## config.mk

```make
export PLATFORM = sky130hd
export DESIGN_NAME = nlpe_ctrl
export DESIGN_NICKNAME = d
export VERILOG_FILES = /design/src/rtl/nlpe_pkg.sv /design/src/rtl/nlpe_ctrl.sv
export SDC_FILE = /design/constraint.sdc
export NUM_CORES = 1
export LEC_CHECK = 0
export ABC_AREA = 1
export BUFFER_PORTS_ARGS = -buffer_cell sky130_fd_sc_hd__clkbuf_2
export CAP_MARGIN = 15
export CORE_AREA = 2 2 39 41
export DETAILED_ROUTE_END_ITERATION = 7
export DIE_AREA = 0 0 41 43
export PLACE_DENSITY = 0.72
export SYNTH_ARGS = -nofsm -noshare
export SYNTH_HDL_FRONTEND = slang
export SYNTH_SLANG_ARGS = --single-unit
```

## constraint.sdc

```tcl
create_clock -name clk_i -period 1.6 [get_ports clk_i]
set_input_delay 0.24 -clock clk_i [delete_from_list [all_inputs] [get_ports clk_i]]
set_output_delay 0.24 -clock clk_i [all_outputs]
set_load 0.005 [all_outputs]
```

## src/rtl/nlpe_pkg.sv

```systemverilog
// Shared types and constants for the nearest landmark pixel encoder.
`default_nettype none
package nlpe_pkg;
  typedef enum logic [1:0] {
    CMD_LOAD_LM   = 2'd0,
    CMD_LOAD_COEF = 2'd1,
    CMD_ENCODE    = 2'd2,
    CMD_PROJECT   = 2'd3
  } cmd_e;

  localparam int NumCoeffs = 12;
  localparam logic signed [31:0] HalfQ16 = 32'sh0000_8000;

  typedef enum logic [3:0] {
    ST_IDLE,
    ST_SCAN,
    ST_ENC_RD,
    ST_ENC_WR,
    ST_PRJ_RD,
    ST_PRJ_LM,
    ST_ROW1,
    ST_ROW2,
    ST_ROW3,
    ST_ROW4,
    ST_OUT
  } state_e;

  // Controller to datapath commands.
  typedef struct packed {
    logic load_in;     // capture input item
    logic lm_write;    // write landmark entry
    logic coef_write;  // write coefficient
    logic scan_clear;  // reset scan counter and best
    logic scan_step;   // evaluate one landmark
    logic enc_rd;      // read best landmark
    logic enc_wr;      // store offsets to slot
    logic prj_rd;      // read slot
    logic prj_lm;      // read anchor landmark
    logic [1:0] row_sel;
    logic row_go;      // compute one affine row
    logic out_load;    // load output register
    logic is_encode;
  } ctrl_t;

  typedef struct packed {
    logic scan_done;
    logic slot_ok;
    logic lm_ok;
    logic coef_ok;
    logic [1:0] cmd;
  } stat_t;

  function automatic logic signed [31:0] sat32(input logic signed [65:0] v);
    if (v > 66'sd2147483647) return 32'sh7fff_ffff;
    if (v < -66'sd2147483648) return 32'sh8000_0000;
    return v[31:0];
  endfunction
endpackage
`default_nettype wire

```

## src/rtl/nlpe_ctrl.sv

```systemverilog
// Controller state machine sequencing load, encode and project items.
`default_nettype none
module nlpe_ctrl (
  input  wire logic            clk_i,
  input  wire logic            rst_ni,
  input  wire logic            in_valid_i,
  output logic                 in_ready_o,
  output logic                 out_valid_o,
  input  wire logic            out_ready_i,
  input  wire nlpe_pkg::stat_t stat_i,
  output nlpe_pkg::ctrl_t      ctrl_o
);
  import nlpe_pkg::*;

  state_e state_q, state_d;
  logic   ov_q, ov_d;

  always_ff @(posedge clk_i or negedge rst_ni) begin
    if (!rst_ni) begin
      state_q <= ST_IDLE;
      ov_q    <= 1'b0;
    end else begin
      state_q <= state_d;
      ov_q    <= ov_d;
    end
  end

  assign out_valid_o = ov_q;
  assign in_ready_o  = (state_q == ST_IDLE);

  always_comb begin
    state_d = state_q;
    ov_d    = ov_q && !out_ready_i;
    ctrl_o  = '0;
    ctrl_o.is_encode = (stat_i.cmd == CMD_ENCODE);
    case (state_q)
      ST_IDLE: begin
        if (in_valid_i) begin
          ctrl_o.load_in = 1'b1;
          state_d = ST_SCAN;
        end
      end
      ST_SCAN: begin
        // the state after capture dispatches on command
        case (stat_i.cmd)
          CMD_LOAD_LM: begin
            ctrl_o.lm_write = stat_i.lm_ok;
            state_d = ST_IDLE;
          end
          CMD_LOAD_COEF: begin
            ctrl_o.coef_write = stat_i.coef_ok;
            state_d = ST_IDLE;
          end
          CMD_ENCODE: begin
            ctrl_o.scan_clear = 1'b1;
            state_d = stat_i.slot_ok ? ST_ENC_RD : ST_IDLE;
          end
          default: begin
            ctrl_o.prj_rd = 1'b1;
            state_d = stat_i.slot_ok ? ST_PRJ_RD : ST_IDLE;
          end
        endcase
      end
      ST_ENC_RD: begin
        ctrl_o.scan_step = 1'b1;
        if (stat_i.scan_done) begin
          ctrl_o.scan_step = 1'b0;
          ctrl_o.enc_rd = 1'b1;
          state_d = ST_ENC_WR;
        end
      end
      ST_ENC_WR: begin
        ctrl_o.enc_wr = 1'b1;
        state_d = ST_OUT;
      end
      ST_PRJ_RD: begin
        ctrl_o.prj_lm = 1'b1;
        state_d = ST_PRJ_LM;
      end
      ST_PRJ_LM: begin
        ctrl_o.row_go = 1'b1;
        ctrl_o.row_sel = 2'd0;
        state_d = ST_ROW1;
      end
      ST_ROW1: begin
        ctrl_o.row_go = 1'b1;
        ctrl_o.row_sel = 2'd1;
        state_d = ST_ROW2;
      end
      ST_ROW2: begin
        ctrl_o.row_go = 1'b1;
        ctrl_o.row_sel = 2'd2;
        state_d = ST_ROW3;
      end
      ST_ROW3: begin
        ctrl_o.row_go = 1'b1;
        ctrl_o.row_sel = 2'd3;
        state_d = ST_ROW4;
      end
      ST_ROW4: begin
        state_d = ST_OUT;
      end
      ST_OUT: begin
        // wait for the output register to drain
        if (!ov_q || out_ready_i) begin
          ctrl_o.out_load = 1'b1;
          ov_d = 1'b1;
          state_d = ST_IDLE;
        end
      end
      default: state_d = ST_IDLE;
    endcase
  end

`ifndef SYNTHESIS
  a_ready_idle: assert property (@(posedge clk_i) disable iff (!rst_ni)
    in_ready_o |-> (state_q == ST_IDLE)) else $error("ready outside idle");
  a_out_hold: assert property (@(posedge clk_i) disable iff (!rst_ni)
    (out_valid_o && !out_ready_i) |=> out_valid_o) else $error("result dropped");
  a_out_load: assert property (@(posedge clk_i) disable iff (!rst_ni)
    ctrl_o.out_load |=> out_valid_o) else $error("result not shown");
`endif
endmodule
`default_nettype wire

```

==> flow_summary.yaml <==
timing:
  finalSetupTns_ns: 0
  slew_headroom_pct: 86.2
  fin_crit_ns: 1.52
  fmax_mhz: 659
  hold_viol: 0
  drv_slew: 0
  worst_pin_slew_ns: 0.207
  rsz0062_at_grt: "no"
  min_period_over_period_pct: 94.8
  finClkSkew_ns: 0.00302
  setup_violations: 0
run:
  max_cap_violations: 0
clocking:
  cts_tree: "done"
  cts_max_path_buffers: 2
  cts_root_buffer: "clkbuf_4"
  clkSinkCount: 5
  clk_latency_ns: 0.24
  h-tree-depth: 1
  postCtsSetupRepairBufs: 0
  clk_pin_slew_worst_paths_ns: 0.04
  cts_buffers: 3
route:
  drc_errors: 0
  drt-total-wl_um: 1070
  via_per_inst: 4.56
  first_iter_violations: 13
  wire_per_inst_um: 9.10
  drtPass1Iterations: 4
  final_antenna_net_count: 0
  vias: 534
power:
  power_density_nw_per_um2: 1620
  p_leak_nw: 0.390
  p_int_uw: 519
  switchingPower_uw: 520
  netSwitchingFraction_pct: 50.1
  ir_drop_v: 0.000580
  seqPwrFrac_pct: 23.3
  p_total_mw: 1.04
  p_comb_share_pct: 62.5
  p_clk_share_pct: 14.1
yosys:
  ys_ff_latch: 5
  avgSynthCellArea_um2: 6.19
  synth_edf_count: 0
  yosys_warnings: 0
  synthCells: 71
  synth.area.top_cells: "dfrtp_1 28%, nand2_1 10%, inv_1 9.4%, nor2_1 9.4%, nand2_2 8.5%"
  synthFlopType: "dfrtp_1"
  yosysTopAreaCellShare_pct: 28.5
  synth_fa_ha_area_share_pct: 0
  synth_top_family_by_area: "simple AND/OR/NAND/NOR gates"
  ys_async_sr_fraction_pct: 100
  synth_mux_area_share_pct: 0
  yosysMostFrequentCell: "nand2_1"
  ys_seq_area_share_pct: 28.5
  syn_nets: 81
  syn_area_um2: 439
  synth-simple-area-share_pct: 50.7
  synth_common_cells: "12 x nand2_1, 11 x inv_1, 11 x nor2_1, 6 x nand2_2"
  synth_xor_area_share_pct: 0
  synth.distinct_cells: 16
  synth_compound_area_share_pct: 7.12
  yosys.area.top_type: "dfrtp_1"
cells_and_area:
  fin_area_um2: 643
  fin_nets: 112
  drive_gt1_share_pct: 48.5
  ff_latch_area_um2: 126
  fillerInstances: 147
  final_util_pct: 46.5
  multi_input_area_um2: 275
  area_delta_synth_final_pct: 46.4
  n_antenna_cell: 0
floorplan:
  core_area_um2: 1380
  initial_core_util_pct: 31.7
  num_rows: 14
  die_y_um: 43
  die_x_um: 41
  io_pins: 26
  dieArea_um2: 1760
global_route:
  grt_usage_pct: 14.8
  antenna_found_initial: 0
  grt_max_degree: 7
  grt_pass1_wl_um: 1830
  grt_pass1_vias: 505
  overflow: 0
worst_setup_path:
  startpoint_type: "flop"
  path_cells: "nor2_2 -> inv_1 -> o22ai_1 -> clkbuf_2"
  critPathSlowestCell: "dfrtp_1"
  crit_type: "flop to primary output"
  crit_required_ns: 1.36
  rr_worst_depth: 8
  cp-end-kind: "primary output"
  cp.arrival_ns: 1.28
  path_max_fanout: 5
  cp_slowest_stage_delay_ns: 0.42
placement:
  place_hpwl_um: 882
  post_dp_cell_area_um2: 584
  place_congestion: 0.829
  numPortBuffers: 25
run_status:
  status: "complete, no violations"
min_path:
  hold_depth: 3
  min_path_type: "primary input to flop"
area by class of cell:
class,instances,area share (%)
Multi-Input combinational cell,50,42.8
Timing Repair Buffer,26,21.0
Sequential cell,5,19.6
Clock buffer,4,4.09
Tap cell,16,3.11
Inverter,16,9.34
power by group through the flow:
| stage | combinational (mW) | clock, mW | sequential, mW |
|---|---|---|---|
| after floorplan | 0.433 | 0 | 0.226 |
| after global placement | 0.608 | 0 | 0.234 |
| after detailed placement | 0.610 | 0 | 0.236 |
| after CTS | 0.616 | 0.155 | 0.234 |
| after global routing | 0.729 | 0.162 | 0.248 |
| final | 0.650 | 0.147 | 0.243 |
path summary, 6_finish.rpt:
path,slack (ns),end,start
hold / removal,0.25,state_q[2]$_DFFE_PN0P_,stat_i[4]
hold reg to reg,0.53,out_valid_o$_DFF_PN0_,out_valid_o$_DFF_PN0_
setup reg to reg,0.40,state_q[1]$_DFFE_PN0P_,state_q[0]$_DFFE_PN0P_
min in group asynchronous,0.35,out_valid_o$_DFF_PN0_,rst_ni
setup / recovery,0.08,ctrl_o[3],state_q[3]$_DFFE_PN0P_
max in group asynchronous,1.10,state_q[1]$_DFFE_PN0P_,rst_ni
flip-flops by register name, summed over array words and instances, names as in the netlist:
name	cells
state_q	4
out_valid_o	1
through the flow:
stage / setup WS, ns / cells / hold slack [ns]
final: 0.0831 / 117 / 0.250
after global routing: 0.000424 / 117 / 0.266
after CTS: 0.0335 / 117 / 0.244
after detailed placement: 0.308 / 112 / 0.0625
after global placement: 0.291 / 112 / 0.0597
after floorplan: 0.463 / 71 / -0.0556
layer usage:
layer	track usage [%]	wire, um	vias up
met1	17.0	469	241
li1	-	-	277
met4	2.00	0	0
met2	25.0	541	16
met3	6.28	54	0
met5	0	0	-
cell usage in the layout, fill, tap and decap left out, drive strengths merged:
cell         Yosys  final
o22ai            1      1
nor3             4      4
a21oi            3      3
dlygate4sd3      0      1
nand3            5      5
nand2           19     19
clkbuf           0     29
dfrtp            5      5
o21ai            2      2
nor2            15     15
nand4            1      1
inv             16     16
critical path: cells and delay by family, from the launching register on:
| kind | cells | cell delay, ns |
|---|---|---|
| AOI/OAI and AO/OA | 1 | 0.17 |
| buffers and inverters | 2 | 0.24 |
| DFF | 1 | 0.42 |
| and+or+nand+nor | 1 | 0.21 |
repair_timing:
| action | 4_1_cts | 5_1_grt |
|---|---|---|
| setup endpoints to repair | 0 | 5 |
| hold buffers | 1 | 0 |
| hold endpoints to repair | 5 | 0 |
| gates resized for setup | 0 | 6 |
logic make-up (layout without fill, tap and decap cells):
family	Yosys count	in the layout
simple gates	44	44
buf+inv	16	46
flops	5	5
compound gates	6	6
No activity file was read; power rests on OpenSTA's default activity.
